==> src/sv/utf8v_pkg.sv <==
// ----------------------------------------------------------------------------
// utf8v_pkg
// Shared types and constants for the UTF-8 text validator.
// ----------------------------------------------------------------------------
package utf8v_pkg;

  // byte counter sizing
  localparam int unsigned CountWidth = 16;
  localparam int unsigned CntW       = CountWidth + 1;
  localparam int unsigned CmpW       = (CntW > 16) ? CntW : 16;
  localparam int unsigned CapInt     = (CountWidth >= 16) ? 65535 : ((1 << CountWidth) - 1);
  localparam logic [CntW-1:0] CountLimit = CntW'(1) << CountWidth;
  localparam logic [CmpW-1:0] CountCap   = CmpW'(CapInt);

  // configuration register indexes
  localparam int unsigned CfgIdxW = 2;
  localparam logic [CfgIdxW-1:0] CfgAllowEmpty  = 2'd0;
  localparam logic [CfgIdxW-1:0] CfgMaxLength   = 2'd1;
  localparam logic [CfgIdxW-1:0] CfgIdentityMode = 2'd2;

  // sequence lengths
  localparam logic [2:0] SeqNone = 3'd0;
  localparam logic [2:0] SeqLen2 = 3'd2;
  localparam logic [2:0] SeqLen3 = 3'd3;
  localparam logic [2:0] SeqLen4 = 3'd4;

  // code point limits
  localparam logic [20:0] CpMin3     = 21'h000800;
  localparam logic [20:0] CpMin4     = 21'h010000;
  localparam logic [20:0] CpSurrLo   = 21'h00D800;
  localparam logic [20:0] CpSurrHi   = 21'h00DFFF;
  localparam logic [20:0] CpMax      = 21'h10FFFF;

  // special bytes
  localparam logic [7:0] ByteTab  = 8'h09;
  localparam logic [7:0] ByteLf   = 8'h0A;
  localparam logic [7:0] ByteCr   = 8'h0D;
  localparam logic [7:0] ByteDel  = 8'h7F;
  localparam logic [7:0] ByteSpace = 8'h20;

  typedef struct packed {
    logic [7:0] data_byte;
    logic       end_of_string;
    logic       empty_string;
  } in_item_t;

  typedef struct packed {
    logic        string_valid;
    logic [15:0] byte_count;
  } out_item_t;

  // decoder state carried from byte to byte
  typedef struct packed {
    logic [1:0]  pend;
    logic [2:0]  seq_len;
    logic [20:0] acc;
    logic        err;
  } seq_state_t;

  localparam seq_state_t SeqClear = '{pend: 2'd0, seq_len: SeqNone, acc: 21'd0, err: 1'b0};

endpackage

==> src/sv/utf8v_decode.sv <==
// ----------------------------------------------------------------------------
// utf8v_decode
// One-byte step of the UTF-8 sequence checker (combinational).
// ----------------------------------------------------------------------------
module utf8v_decode (
  input  utf8v_pkg::seq_state_t cur_i,
  input  logic [7:0]            byte_i,
  input  logic                  identity_mode_i,
  output utf8v_pkg::seq_state_t nxt_o
);
  import utf8v_pkg::*;

  logic        ctrl_bad;
  logic [20:0] acc_sh;
  seq_state_t  failed;

  assign failed = '{pend: 2'd0, seq_len: SeqNone, acc: 21'd0, err: 1'b1};
  assign acc_sh = {cur_i.acc[14:0], byte_i[5:0]};

  always_comb begin
    if (byte_i == ByteDel) begin
      ctrl_bad = 1'b1;
    end else if (byte_i >= ByteSpace) begin
      ctrl_bad = 1'b0;
    end else if (identity_mode_i) begin
      ctrl_bad = 1'b1;
    end else begin
      ctrl_bad = !(byte_i == ByteTab || byte_i == ByteLf || byte_i == ByteCr);
    end
  end

  always_comb begin
    nxt_o = cur_i;
    if (cur_i.err) begin
      nxt_o = cur_i;
    end else if (cur_i.pend != 2'd0) begin
      if (byte_i[7:6] != 2'b10) begin
        nxt_o = failed;
      end else begin
        nxt_o.acc  = acc_sh;
        nxt_o.pend = cur_i.pend - 2'd1;
        if (cur_i.pend == 2'd1) begin
          if ((cur_i.seq_len == SeqLen3 && acc_sh < CpMin3) ||
              (cur_i.seq_len == SeqLen4 && acc_sh < CpMin4) ||
              (acc_sh >= CpSurrLo && acc_sh <= CpSurrHi) ||
              acc_sh > CpMax) begin
            nxt_o = failed;
          end else begin
            nxt_o.seq_len = SeqNone;
            nxt_o.acc     = 21'd0;
          end
        end
      end
    end else if (ctrl_bad) begin
      nxt_o = failed;
    end else if (!byte_i[7]) begin
      nxt_o = cur_i;
    end else if (byte_i[7:5] == 3'b110) begin
      // c0 and c1 leads are always overlong
      if (byte_i[4:1] == 4'd0) begin
        nxt_o = failed;
      end else begin
        nxt_o.seq_len = SeqLen2;
        nxt_o.pend    = 2'd1;
        nxt_o.acc     = {16'd0, byte_i[4:0]};
      end
    end else if (byte_i[7:4] == 4'b1110) begin
      nxt_o.seq_len = SeqLen3;
      nxt_o.pend    = 2'd2;
      nxt_o.acc     = {17'd0, byte_i[3:0]};
    end else if (byte_i[7:3] == 5'b11110) begin
      nxt_o.seq_len = SeqLen4;
      nxt_o.pend    = 2'd3;
      nxt_o.acc     = {18'd0, byte_i[2:0]};
    end else begin
      nxt_o = failed;
    end
  end

endmodule

==> src/sv/utf8_text_validator.sv <==
// ----------------------------------------------------------------------------
// utf8_text_validator
// Checks strings one byte per item and gives one verdict per string.
// ----------------------------------------------------------------------------
//
//   channel   | direction | handshake              | payload
//   ----------+-----------+------------------------+-------------------------
//   input     | in        | in_valid_i/in_ready_o  | in_item_i (byte, eos, empty)
//   result    | out       | out_valid_o/out_ready_i| out_item_o (valid, count)
//   config    | in        | cfg_valid_i/cfg_ready_o| cfg_index_i, cfg_data_i
//
// one byte per cycle while input ready is high, through the decode step; an
// item's verdict, if any, is registered into the output register, or into the
// skid entry if the output register holds one not yet taken. the two-entry
// result buffer keeps input ready free of the result handshake; input ready
// drops only when both entries hold verdicts. reset clears all string state
// and loads the register defaults; config writes are always taken.
// ----------------------------------------------------------------------------
module utf8_text_validator (
  input  logic                     clk_i,
  input  logic                     rst_ni,
  input  logic                     in_valid_i,
  output logic                     in_ready_o,
  input  utf8v_pkg::in_item_t      in_item_i,
  output logic                     out_valid_o,
  input  logic                     out_ready_i,
  output utf8v_pkg::out_item_t     out_item_o,
  input  logic                     cfg_valid_i,
  output logic                     cfg_ready_o,
  input  logic [utf8v_pkg::CfgIdxW-1:0] cfg_index_i,
  input  logic [15:0]              cfg_data_i
);
  import utf8v_pkg::*;

  // configuration registers
  logic        allow_empty_q;
  logic [15:0] max_len_q;
  logic        identity_q;

  // string state
  seq_state_t      seq_q, seq_step, seq_d;
  logic [CntW-1:0] cnt_q, cnt_step, cnt_d;

  // result buffer
  out_item_t out_q, skid_q, res;
  logic      out_valid_q, skid_valid_q;

  logic in_acc, push, pop, res_ok;
  logic [CmpW-1:0] cnt_ext, max_ext;

  assign cfg_ready_o = 1'b1;
  assign in_ready_o  = !skid_valid_q;
  assign in_acc      = in_valid_i && in_ready_o;
  assign out_valid_o = out_valid_q;
  assign out_item_o  = out_q;
  assign pop         = out_valid_q && out_ready_i;
  assign push        = in_acc && (in_item_i.end_of_string || in_item_i.empty_string);

  utf8v_decode u_decode (
    .cur_i           (seq_q),
    .byte_i          (in_item_i.data_byte),
    .identity_mode_i (identity_q),
    .nxt_o           (seq_step)
  );

  // count saturates one past the largest showable length
  assign cnt_step = (cnt_q < CountLimit) ? cnt_q + CntW'(1) : cnt_q;
  assign cnt_ext  = CmpW'(cnt_step);
  assign max_ext  = CmpW'(max_len_q);

  // verdict for the item at the input
  always_comb begin
    res_ok = !seq_step.err && seq_step.pend == 2'd0 && cnt_ext <= max_ext &&
             (cnt_ext != '0 || allow_empty_q);
    if (in_item_i.empty_string) begin
      res.string_valid = allow_empty_q;
      res.byte_count   = 16'd0;
    end else begin
      res.string_valid = res_ok;
      res.byte_count   = (cnt_ext > CountCap) ? 16'(CountCap) : 16'(cnt_ext);
    end
  end

  // next string state: cleared after every verdict
  always_comb begin
    seq_d = seq_q;
    cnt_d = cnt_q;
    if (in_acc) begin
      if (in_item_i.empty_string || in_item_i.end_of_string) begin
        seq_d = SeqClear;
        cnt_d = '0;
      end else begin
        seq_d = seq_step;
        cnt_d = cnt_step;
      end
    end
  end

  always_ff @(posedge clk_i or negedge rst_ni) begin
    if (!rst_ni) begin
      seq_q <= SeqClear;
      cnt_q <= '0;
    end else begin
      seq_q <= seq_d;
      cnt_q <= cnt_d;
    end
  end

  // config writes
  always_ff @(posedge clk_i or negedge rst_ni) begin
    if (!rst_ni) begin
      allow_empty_q <= 1'b0;
      max_len_q     <= 16'hFFFF;
      identity_q    <= 1'b0;
    end else if (cfg_valid_i && cfg_ready_o) begin
      unique case (cfg_index_i)
        CfgAllowEmpty:   allow_empty_q <= cfg_data_i[0];
        CfgMaxLength:    max_len_q     <= cfg_data_i;
        CfgIdentityMode: identity_q    <= cfg_data_i[0];
        default: ;
      endcase
    end
  end

  // result buffer: output register backed by one skid entry
  always_ff @(posedge clk_i or negedge rst_ni) begin
    if (!rst_ni) begin
      out_valid_q  <= 1'b0;
      skid_valid_q <= 1'b0;
    end else if (skid_valid_q) begin
      if (pop) begin
        out_valid_q  <= 1'b1;
        skid_valid_q <= 1'b0;
      end
    end else if (push) begin
      if (!out_valid_q || pop) begin
        out_valid_q <= 1'b1;
      end else begin
        skid_valid_q <= 1'b1;
      end
    end else if (pop) begin
      out_valid_q <= 1'b0;
    end
  end

  always_ff @(posedge clk_i) begin
    if (skid_valid_q) begin
      if (pop) begin
        out_q <= skid_q;
      end
    end else if (push) begin
      if (!out_valid_q || pop) begin
        out_q <= res;
      end else begin
        skid_q <= res;
      end
    end
  end

endmodule

==> config.mk <==
export PLATFORM = sky130hd
export DESIGN_NAME = utf8_text_validator
export DESIGN_NICKNAME = d
export VERILOG_FILES = /design/src/sv/utf8v_pkg.sv /design/src/sv/utf8v_decode.sv /design/src/sv/utf8_text_validator.sv
export SDC_FILE = /design/constraint.sdc
export NUM_CORES = 1
export LEC_CHECK = 0
export ABC_AREA = 1
export BUFFER_PORTS_ARGS = -buffer_cell sky130_fd_sc_hd__clkbuf_2
export CORE_UTILIZATION = 41
export CTS_BUF_LIST = sky130_fd_sc_hd__clkbuf_8
export CTS_CLUSTER_SIZE = 14
export DETAILED_ROUTE_END_ITERATION = 8
export GPL_ROUTABILITY_DRIVEN = 0
export PLACE_DENSITY = 0.69
export SYNTH_ARGS = -nofsm -noshare
export SYNTH_HDL_FRONTEND = slang
export SYNTH_SLANG_ARGS = --single-unit
export TNS_END_PERCENT = 30
==> constraint.sdc <==
create_clock -name clk_i -period 2.4 [get_ports clk_i]
set_clock_uncertainty 0.15 [all_clocks]
set_input_delay 0.12 -clock clk_i [delete_from_list [all_inputs] [get_ports clk_i]]
set_output_delay 0.12 -clock clk_i [all_outputs]
set_load 0.01 [all_outputs]
# ---- Word-level counts from Yosys, hierarchy flattened
# Cells that the tools add are included.
dict set report word_totals {
  romBits 0
  in_bits 33
  register_bits 92
  output_inout_bits 20
  latchBits 0
  mem_count 0
  elab_cells 118
  mem_bits_rw 0
}
dict set report classes {
  bitwise 2
  div_mod_pow 0
  n_lt_le_gt_ge 9
  mul 0
  shift 0
  n_eq_ne 17
  addsub 2
  n_reduce_logical 38
  n_mux 36
}
# operator n
set op_table {}
lappend op_table {{27-bit two-way mux} 8}
lappend op_table {{17-bit two-way mux} 7}
lappend op_table {{26-bit two-way mux} 2}
lappend op_table {{25-bit two-way mux} 1}
lappend op_table {{8-bit by 4-bit == test with 1-bit output (second input constant)} 3}
lappend op_table {{21-bit by 16-bit greater-or-equal comparator with 1-bit output (second input constant)} 1}
lappend op_table {{21-bit greater-than comparator (second input constant)} 1}
lappend op_table {{21-bit by 16-bit less-or-equal comparator with 1-bit output (second input constant)} 1}
lappend op_table {{21-bit by 12-bit < comparator with 1-bit output (second input constant)} 1}
lappend op_table {{21-bit by 17-bit < comparator with 1-bit output (second input constant)} 1}
lappend op_table {{17-bit by 1-bit adder with 17-bit output (second input constant)} 1}
lappend op_table {{17-bit by 16-bit greater-than comparator with 1-bit output (second input constant)} 1}
lappend op_table {{17-bit by 16-bit less-or-equal comparator with 1-bit output} 1}
lappend op_table {{17-bit < comparator (second input constant)} 1}
lappend op_table {{17-bit nonzero test} 1}
lappend op_table {{1-bit two-way mux} 16}
lappend op_table {{16-bit two-way mux} 1}
lappend op_table {{3-bit AND reduction} 4}
lappend op_table {{1-bit logical AND} 9}
lappend op_table {{8-bit by 7-bit == test with 1-bit output (second input constant)} 1}
lappend op_table {{8-bit by 6-bit greater-or-equal comparator with 1-bit output (second input constant)} 1}
lappend op_table {{1-bit logical OR} 8}
lappend op_table {{2-bit nonzero test} 4}
lappend op_table {{3-bit == test (second input constant)} 2}
lappend op_table {{18 further kinds} 27}

# ---- Depth between registers and ports, before layout
# Gate-level depths: netlist of run 1.
dict set report logic_depth {
  word_depth 18
  mapped_depth 23
  ltp_nobuf 23
}

# ---- Hierarchy
# Synthesis of run 1 repeated with hierarchy kept, for this count alone.
dict set report hier_totals {
  cells_unflattened 736
  hier_area_um2 5793.1
}
# module cells_per_inst n_inst area_each_um2 seq_area_each_um2
set modules_own_cells {}
lappend modules_own_cells {utf8_text_validator 546 1 4874.7 2642.5}
lappend modules_own_cells {utf8v_decode 190 1 918.4 0.0}

# ---- Least setup slack after synthesis of run 1
# Ideal clock, no wire load.
dict set report synth_path {
  path_kind {flip-flop to flip-flop}
  from {reg cnt_q[0]}
  to {reg out_q, in the netlist out_item_o[16], data pin}
  arrival_time_ns 2.222
  synth_period_minus_slack_ns 2.626
  setup_ns 0.253
  stages_incl_launch_ff 21
  required_time_ns 1.997
  path_buffers 0
  setup_slack_ns -0.226
  path_cell_list {dfrtp_1 -> ha_1 -> nand2_2 -> nor2_8 -> nand3_1 -> xor2_1 -> nand2_1 -> nand2_1 -> inv_1 -> ha_1 -> inv_1 -> nor3_1 -> nand2_1 -> nand2_1 -> nand2_1 -> nand2_1 -> nand2_1 -> nand4_1 -> nand2_1 -> nand3_1 -> nand2_1}
}
dict set report synth_via {
  elab_chain_cells 9
  word_cells_on_any_way 12
  cone_classes {1 x add/sub; 2 x order compare; 5 x mux; 4 x reduce/logical}
}
# element line_no
set synth_rtl {}
lappend synth_rtl {{start: declaration} utf8_text_validator.sv:42} ;# logic [CntW-1:0] cnt_q, cnt_step, cnt_d;
lappend synth_rtl {{start signal: assignment} utf8_text_validator.sv:105} ;# cnt_q <= cnt_d;
lappend synth_rtl {{17-bit by 1-bit adder with 17-bit output / 17-bit < comparator (equally long branches)} utf8_text_validator.sv:67} ;# assign cnt_step = (cnt_q < CountLimit) ? cnt_q + CntW'(1) : cnt_q;
lappend synth_rtl {{17-bit two-way mux (*)} utf8_text_validator.sv:67}
lappend synth_rtl {{17-bit by 16-bit less-or-equal comparator with 1-bit output / 17-bit nonzero test (equally long branches)} {utf8_text_validator.sv:73, utf8_text_validator.sv:74}}
lappend synth_rtl {{1-bit logical AND / 1-bit logical OR (equally long branches)} {utf8_text_validator.sv:73, utf8_text_validator.sv:74}}
lappend synth_rtl {{1-bit logical AND (*)} utf8_text_validator.sv:73} ;# res_ok = !seq_step.err && seq_step.pend == 2'd0 && cnt_ext <= max_ext &&
lappend synth_rtl {{17-bit two-way mux (*)} utf8_text_validator.sv:75} ;# if (in_item_i.empty_string) begin
lappend synth_rtl {{17-bit two-way mux (*)} utf8_text_validator.sv:152} ;# if (!out_valid_q || pop) begin
lappend synth_rtl {{17-bit two-way mux (*)} utf8_text_validator.sv:151} ;# end else if (push) begin
lappend synth_rtl {{17-bit two-way mux (*)} utf8_text_validator.sv:147} ;# if (skid_valid_q) begin
lappend synth_rtl {{end signal: assignment} utf8_text_validator.sv:149} ;# out_q <= skid_q;
lappend synth_rtl {{end signal: assignment} utf8_text_validator.sv:153} ;# out_q <= res;
lappend synth_rtl {{end: declaration} utf8_text_validator.sv:45} ;# out_item_t out_q, skid_q, res;
# Mark *: on every way between the ends. The rest lies on a longest branch, timed or not. The select of a mux whose other input is x is not followed.
# A chain may end at the register's enable or synchronous reset.

# ---- Worst setup path after layout of run 1
dict set report layout_path {
  from {reg cnt_q[1]}
  to {reg out_q, in the netlist out_item_o[16], data pin}
}
# Same word-level chain as after synthesis.

==> results.txt, run 1 <==
The worst path uses 119% of the clock period. The synthesized design contains 34 enable-type register cells. Of the total power, the share spent switching nets is 26.1%.

The layout overhead on the synthesized area is 29.7%. The share of total power dissipated in combinational logic is 13.6%. The number of diodes is 0. The net count of the mapped netlist came out at 691. The path class of the tightest hold or removal check is in -> reg. The count of TritonRoute iterations in the first routing pass came out at 6. Internal power comes to 2.38 mW. The top cell types in the final layout, fill and taps aside, are sky130_fd_sc_hd__nand2_1, sky130_fd_sc_hd__inv_1, sky130_fd_sc_hd__buf_4, sky130_fd_sc_hd__nor2_1, sky130_fd_sc_hd__clkbuf_2. The overall die width is 114 µm. The final standard cell utilization of the core is 55.1%. The total negative setup slack came out at -0.853 ns.

The cell area after placement came out at 6080 µm². Clock tree synthesis selected as its root buffer the cell sky130_fd_sc_hd__clkbuf_8. By startpoint and endpoint, the worst setup path is classified as reg -> reg.

The post-layout net count is 833. The floorplan has 40 rows. The placed wire-length estimate is 9.17 mm. The number of I/O port buffers is 51. The post-detailed-routing wire length came out at 12.5 mm. The remaining number of nets flagged by the antenna check after routing is 0. For this run, design rule violations remaining after detail routing come to 0. The static power due to leakage came out at 3.37 nW. The adder and majority gate portion of the synthesized area came out at 4.62%. The transition time of the tightest slew-check pin is 0.692 ns. The maximum fanout encountered on the critical timing path is 7. The total core area came out at 12100 µm².

The fraction of power consumed by the clock network came out at 33.0%. The switching power came out at 0.841 mW. The portion of synthesized cell area occupied by the leading cell type came out at 20.4%. The checks that failed: negative setup slack.

For this run, the total global-route usage over all layers was measured as 20.7%. The TritonCTS clock tree is built. Setup repair after global routing could not meet its margin everywhere. The via total after detailed routing is 4686. The clock-pin slew of the registers on the worst-case setup and hold paths is 0.09 ns. The run finished, with violations left. In the routed layout, each cell is associated on average with a via count of 4.91. Setup slack on the critical path of the routed design comes to -0.447 ns. The number of primary I/O pins is 53. Counting the buffers created by CTS gives 9. The synthesized instance count is 639.

The first routing iteration left 287 violations. In the final layout, the share of cells above drive strength 1 is 26.7%. The maximum number of pins on one net before global-route repair came out at 35. The number of hold violations in the final report came out at 0.

The number of max-slew violations in the final report is 0. The share of total power in sequential cells is 53.4%. The die area came out at 13000 µm².

The total non-filler cell area in the finished layout came out at 6670 µm². Among all flip-flop cells after synthesis, the most frequent one is sky130_fd_sc_hd__dfrtp_1. The data arrival time at the worst-slack endpoint is 2.95 ns. The first-pass GRT wire length came out at 21.0 mm. The cell type contributing the most total cell area after synthesis is sky130_fd_sc_hd__dfrtp_1. After Yosys synthesis, and, or, nand and nor cells account for 26.4% of the synthesized area. The TritonCTS sink count came out at 92. The number of global-route vias before repair came to 4569. The clock passes through at most 2 buffers.

The average instance in the mapped netlist occupies 8.05 µm². The part of the Yosys area used for sequential elements came out at 48.4%. The mux share of post-synthesis cell area came out at 0%. The max-capacitance violation count came out at 0. The maximum VDD drop is 0.308 mV. The critical path required time is 2.50 ns.

The minimum clock period came out at 2.85 ns. The synthesized area is 5140 µm². For this run the aggregate overflow at the end of global routing stands at 0. The clock latency reported for the late side of the worst-skew pair is 0.38 ns. STA classifies the critical path startpoint as a register. STA classifies the critical path endpoint as a register. The number of antenna violations at the first check in global routing is 0. The y dimension of the die came out at 114 µm. The library cell used most frequently in the layout, excluding fill and tap cells, is sky130_fd_sc_hd__nand2_1. In this run, synthesis produced a sequential element count of 92. After detailed routing, the average wire length per cell comes to 13.1 µm.

The number of H-tree levels came out at 3. The number of unique standard cell types used by synthesis came out at 39. The starting density of the core came out at 42.5%. The compound-gate portion of the synthesized area is 10.9%.

The highest achievable clock rate is 351 MHz. The final setup violation count is 2. After synthesis, the cell types taking the most area are sky130_fd_sc_hd__dfrtp_1, sky130_fd_sc_hd__edfxtp_1, sky130_fd_sc_hd__nand2_1. The synthesized netlist devotes 0.973% of its cell area to XOR and XNOR gates. Measured against its own limit, the worst slew margin works out to 53.9%.

After synthesis, the largest family of logic cells by area is simple AND/OR/NAND/NOR gates. For this run, the number of Yosys warnings is 0. Counting flops with an async set or reset pin after synthesis yields a share of 63.0%. The power density normalized to cell area came out at 482 nW/µm².
==> worst max-delay path, cell delays in order (launching register included) <==
cell	delay, ns
sky130_fd_sc_hd__dfrtp_2	0.42
sky130_fd_sc_hd__ha_4	0.16
sky130_fd_sc_hd__nand2_4	0.07
sky130_fd_sc_hd__nor2_8	0.18
sky130_fd_sc_hd__nand3_2	0.09
sky130_fd_sc_hd__nor2_2	0.12
sky130_fd_sc_hd__xor2_1	0.20
sky130_fd_sc_hd__a21oi_2	0.11
sky130_fd_sc_hd__ha_1	0.33
sky130_fd_sc_hd__nand2_2	0.07
sky130_fd_sc_hd__nor4b_2	0.23
sky130_fd_sc_hd__nand4_1	0.11
sky130_fd_sc_hd__nand2_1	0.08
sky130_fd_sc_hd__nand4_1	0.14
sky130_fd_sc_hd__nand2_1	0.13
sky130_fd_sc_hd__nand3_1	0.07
sky130_fd_sc_hd__nand2_1	0.06
==> power by group through the flow <==
stage / logic [mW] / registers, mW / clock network [mW]
after global routing: 0.496 / 1.72 / 1.14
after floorplan: 0.231 / 1.74 / 0
after global placement: 0.345 / 1.75 / 0
final: 0.438 / 1.72 / 1.06
after CTS: 0.408 / 1.72 / 1.08
after detailed placement: 0.366 / 1.75 / 0
==> area by class of cell <==
| type | count | area (µm²) |
|---|---|---|
| multi-input combinational | 431 | 2340 |
| inverter | 100 | 375 |
| fill | 1127 | 5440 |
| clock buffer | 9 | 124 |
| tap | 168 | 210 |
| sequential | 92 | 2500 |
| timing repair buffer | 147 | 1060 |
| clock inverter | 7 | 73.8 |
==> kinds of logic (layout without fill, tap and decap cells) <==
logic type | Yosys count | in the layout
buffers and inverters | 116 | 263
AO/OA/AOI/OAI | 102 | 102
XOR/XNOR | 4 | 4
flip-flops | 92 | 92
other | 1 | 1
adder cells (fa/ha/maj) | 19 | 19
AND/OR/NAND/NOR | 305 | 305
==> metal layers <==
metal / part of all wire, % / global-route usage, % / vias to the layer above
met3: 4.8 / 3.88 / 30
met2: 46 / 33.1 / 131
met1: 46 / 27.2 / 2175
met4: 2.6 / 9.78 / 0
met5: 0 / 0 / -
li1: - / - / 2350
==> flip-flops by register name, indices dropped and copies added, names as in the netlist <==
| signal | flops |
|---|---|
| seq_q | 21 |
| cnt_q | 17 |
| out_item_o | 17 |
| skid_q | 17 |
| max_len_q | 16 |
| allow_empty_q | 1 |
| identity_q | 1 |
| out_valid_o | 1 |
| skid_valid_q | 1 |
==> through the flow <==
step           setup WS, ns  instances  total power [mW]  hold WS (ns)
6_report             -0.447        954              3.22        0.0828
5_1_grt              -0.595        954              3.36        0.0979
4_1_cts              -0.386        950              3.21        0.0587
3_5_place_dp         -0.467        905              2.12        0.0428
3_3_place_gp         -0.349        905              2.09        0.0371
2_1_floorplan        -0.148        639              1.97        -0.326
==> Yosys cell counts, types with 6 or more instances <==
| cell | count |
|---|---|
| sky130_fd_sc_hd__nand2_2 | 6 |
| sky130_fd_sc_hd__a21oi_1 | 37 |
| sky130_fd_sc_hd__inv_1 | 91 |
| sky130_fd_sc_hd__clkbuf_1 | 10 |
| sky130_fd_sc_hd__o21ai_0 | 27 |
| sky130_fd_sc_hd__inv_2 | 9 |
| sky130_fd_sc_hd__ha_1 | 19 |
| sky130_fd_sc_hd__dfstp_2 | 16 |
| sky130_fd_sc_hd__o22ai_1 | 15 |
| sky130_fd_sc_hd__nand3_1 | 33 |
| sky130_fd_sc_hd__nand4_1 | 11 |
| sky130_fd_sc_hd__nor3_1 | 7 |
| sky130_fd_sc_hd__o31ai_1 | 6 |
| sky130_fd_sc_hd__edfxtp_1 | 34 |
| sky130_fd_sc_hd__o21ai_1 | 11 |
| sky130_fd_sc_hd__dfrtp_1 | 42 |
| sky130_fd_sc_hd__nand2_1 | 165 |
| sky130_fd_sc_hd__nor2_1 | 66 |
==> worst paths after layout <==
check | from | to | slack, ns | depth (start not counted)
min in group asynchronous | rst_ni | cnt_q[11] | 0.17 | 2
max | cnt_q[1] | out_item_o[16] | -0.45 | 16
max reg2reg | cnt_q[1] | out_item_o[16] | -0.45 | 16
max in group asynchronous | rst_ni | max_len_q[0] | 1.24 | 3
min | in_item_i[0] | skid_q[14] | 0.08 | 2
min reg2reg | max_len_q[13] | max_len_q[13] | 0.34 | 2
==> timing repair <==
action	CTS	global route
buffers inserted	1	4
gates cloned	0	0
endpoints found under the hold margin	35	0
endpoints found under the setup margin	2	2
hold buffers	28	0
gates resized for setup	6	12
pin swaps	6	13
(Power assumes the default switching activity.)
==> run 2: changes to the inputs <==
- MAX_ROUTING_LAYER: not set -> met4
==> run 2 against run 1 <==
Net effect:
- the run still ends with negative setup slack left
- global-route usage up 0.64 points
- critical path depth unchanged
- sequential power is essentially flat
- combinational power about the same
- total power fell by 0.11%
- final area stayed put
- utilization unchanged
- clock power barely moved
- cell count did not move
- routed wire length is 0.31% lower
- fmax about the same
- largest cell class unchanged
==> results.txt, run 2 (synthesis gave the netlist of run 1 again) <==
The register containing the most flip-flops in the final layout is seq_q. The total global-route track usage is 21.3% (+0.64 points). The maximum number of pins on one net before global-route repair came out at 35 (unchanged). The total core area came to 12100 µm² (unchanged). The number of buffers inserted during clock tree synthesis came out at 9 (unchanged). The final worst-path cycle share is 119% (about the same). The number of H-tree levels came to 3 (unchanged). The number of I/O port buffers is 51 (unchanged). The sort of element at the end of the critical path is a register. The category of the critical setup timing path is reg -> reg. The placement row count is 40 (unchanged). The minimum clock period is 2.84 ns (-0.00213 ns). The total negative setup slack is -0.854 ns (-0.00171 ns).

The post-layout net count came out at 833 (unchanged). The data arrival time at the worst-slack endpoint is 2.95 ns (about the same). The number of diodes is 0 (unchanged). The TritonCTS sink count came out at 92 (unchanged). The relative max-transition margin came out at 53.9% (about the same). The root buffer cell chosen for the clock tree is sky130_fd_sc_hd__clkbuf_8. The fraction of final layout cells sized beyond drive strength 1 is 26.7% (unchanged).

The via total after detailed routing was 4691 (+0.11%). The first-pass GRT wire length is 21.0 mm (about the same). The power density normalized to cell area is 482 nW/µm² (-0.11%). The overall die width is 114 µm (unchanged). The layout overhead on the synthesized area is 29.7% (unchanged). The non-filler instance count after layout is 954 (unchanged). The number of max-slew violations in the final report came out at 0 (unchanged).

In the layout the commonest cells are sky130_fd_sc_hd__nand2_1, sky130_fd_sc_hd__inv_1, sky130_fd_sc_hd__buf_4, sky130_fd_sc_hd__nor2_1, sky130_fd_sc_hd__clkbuf_2. The final worst-path setup slack came out at -0.445 ns (+0.00213 ns). The placed instance count is 905 (unchanged). The routed wire length per instance came to 13.0 µm (-0.31%).

The static power due to leakage came out at 3.37 nW (unchanged). The number of antenna violations at the first check in global routing is 0 (unchanged). The number of hold violations in the final report is 0 (unchanged). The placed wire-length estimate is 9.17 mm (unchanged). Setup repair after global routing could not meet its margin everywhere. The clock-pin slew of the registers on the worst-case setup and hold paths came out at 0.10 ns (about the same). The y dimension of the die came out at 114 µm (unchanged). The die area is 13000 µm² (unchanged). The highest achievable clock rate is 352 MHz (about the same). The number of flip-flops under the largest register name came out at 21 (unchanged). The worst setup path is launched from a register. The remaining global-route overflow came out at 0 (unchanged).

The maximum fanout encountered on the critical timing path came out at 7 (unchanged). The transition time of the tightest slew-check pin is 0.692 ns (+0.000290 ns). The maximum VDD drop came out at 0.305 mV (-1.2%). The buffer depth of the longest clock path came out at 2 (unchanged). The final setup violation count is 2 (unchanged). The clock latency reported for the late side of the worst-skew pair is 0.38 ns (about the same). The initial DRC count is 287 (unchanged). The post-detailed-routing wire length was 12.4 mm (-0.31%). The final reports fail on negative setup slack. The run finished, with violations left. The max-capacitance violation count came to 0 (unchanged). The count of TritonRoute iterations in the first routing pass came out at 5 (-1). The number of global-route vias before repair is 4574 (+0.11%). The starting density of the core is 42.5% (unchanged). The critical path required time came out at 2.50 ns (about the same). The detailed-route vias per instance came out at 4.92 (+0.11%). The class of the worst hold path is in -> reg. The number of primary I/O pins is 53 (unchanged). The number of DRC violations after detailed routing is 0 (unchanged). TritonCTS built the clock tree. The remaining number of nets flagged by the antenna check after routing is 0 (unchanged). The number of fill cells in the layout is 1127 (unchanged). The library cell used most frequently in the layout, excluding fill and tap cells, is sky130_fd_sc_hd__nand2_1.
==> run 2: worst paths after layout <==
kind                               startpoint  depth (start not counted)              to  slack (ns)
worst max-delay path                 cnt_q[1]                         16  out_item_o[16]       -0.44
worst min-delay path             in_item_i[0]                          2       skid_q[6]        0.08
worst max register to register       cnt_q[1]                         16  out_item_o[16]       -0.44
worst min register to register  max_len_q[13]                          2   max_len_q[13]        0.34
max in group asynchronous              rst_ni                          3    max_len_q[0]        1.24
min in group asynchronous              rst_ni                          2       cnt_q[11]        0.17
==> run 2: metal layers <==
layer	part of all wire, %	track usage [%]	vias to the layer above
li1	-	-	2351
met1	47	27.2	2179
met2	46	33.1	132
met3	4.4	3.88	29
met4	2.5	9.78	0
met5	0	-	-
==> run 2: metrics by stage <==
stage | total power, mW | area, µm² | hold slack [ns] | setup slack, ns | util, %
5_1_grt | 3.36 | 6670 | 0.0979 | -0.595 | 55.1
2_1_floorplan | 1.97 | 5190 | -0.326 | -0.148 | -
6_report | 3.21 | 6670 | 0.0844 | -0.445 | 55.1
4_1_cts | 3.21 | 6590 | 0.0587 | -0.386 | 54.4
3_3_place_gp | 2.09 | 6080 | 0.0371 | -0.349 | 50.2
3_5_place_dp | 2.12 | 6080 | 0.0428 | -0.467 | 50.2
==> run 2: where the power goes <==
group	switching, mW	internal [mW]	leakage (nW)
combinational	0.248	0.189	2.36
sequential	0.0164	1.70	0.906
clock	0.573	0.486	0.100
total	0.838	2.38	3.37
==> run 2: worst max-delay path, cell delays in order, from the launching register on <==
cell                      delay [ns]
sky130_fd_sc_hd__dfrtp_2        0.42
sky130_fd_sc_hd__ha_4           0.16
sky130_fd_sc_hd__nand2_4        0.06
sky130_fd_sc_hd__nor2_8         0.18
sky130_fd_sc_hd__nand3_2        0.09
sky130_fd_sc_hd__nor2_2         0.12
sky130_fd_sc_hd__xor2_1         0.19
sky130_fd_sc_hd__a21oi_2        0.11
sky130_fd_sc_hd__ha_1           0.33
sky130_fd_sc_hd__nand2_2        0.07
sky130_fd_sc_hd__nor4b_2        0.24
sky130_fd_sc_hd__nand4_1        0.11
sky130_fd_sc_hd__nand2_1        0.08
sky130_fd_sc_hd__nand4_1        0.14
sky130_fd_sc_hd__nand2_1        0.13
sky130_fd_sc_hd__nand3_1        0.07
sky130_fd_sc_hd__nand2_1        0.06
==> run 2: layout make-up <==
type / instances / area (µm²) / share of cell area, %
sequential: 92 / 2500 / 37.4
multi-input combinational: 431 / 2340 / 35.0
timing repair buffer: 147 / 1060 / 15.9
inverter: 100 / 375 / 5.62
tap: 168 / 210 / 3.15
clock buffer: 9 / 124 / 1.86
clock inverter: 7 / 73.8 / 1.11
==> run 2: what timing repair did <==
item | 4_1_cts | 5_1_grt
cloned | 0 | 0
endpoints found under the setup margin | 2 | 2
pin swaps | 6 | 13
hold endpoints to repair | 35 | 0
resized for setup | 6 | 12
hold buffers | 28 | 0
setup buffers | 1 | 4
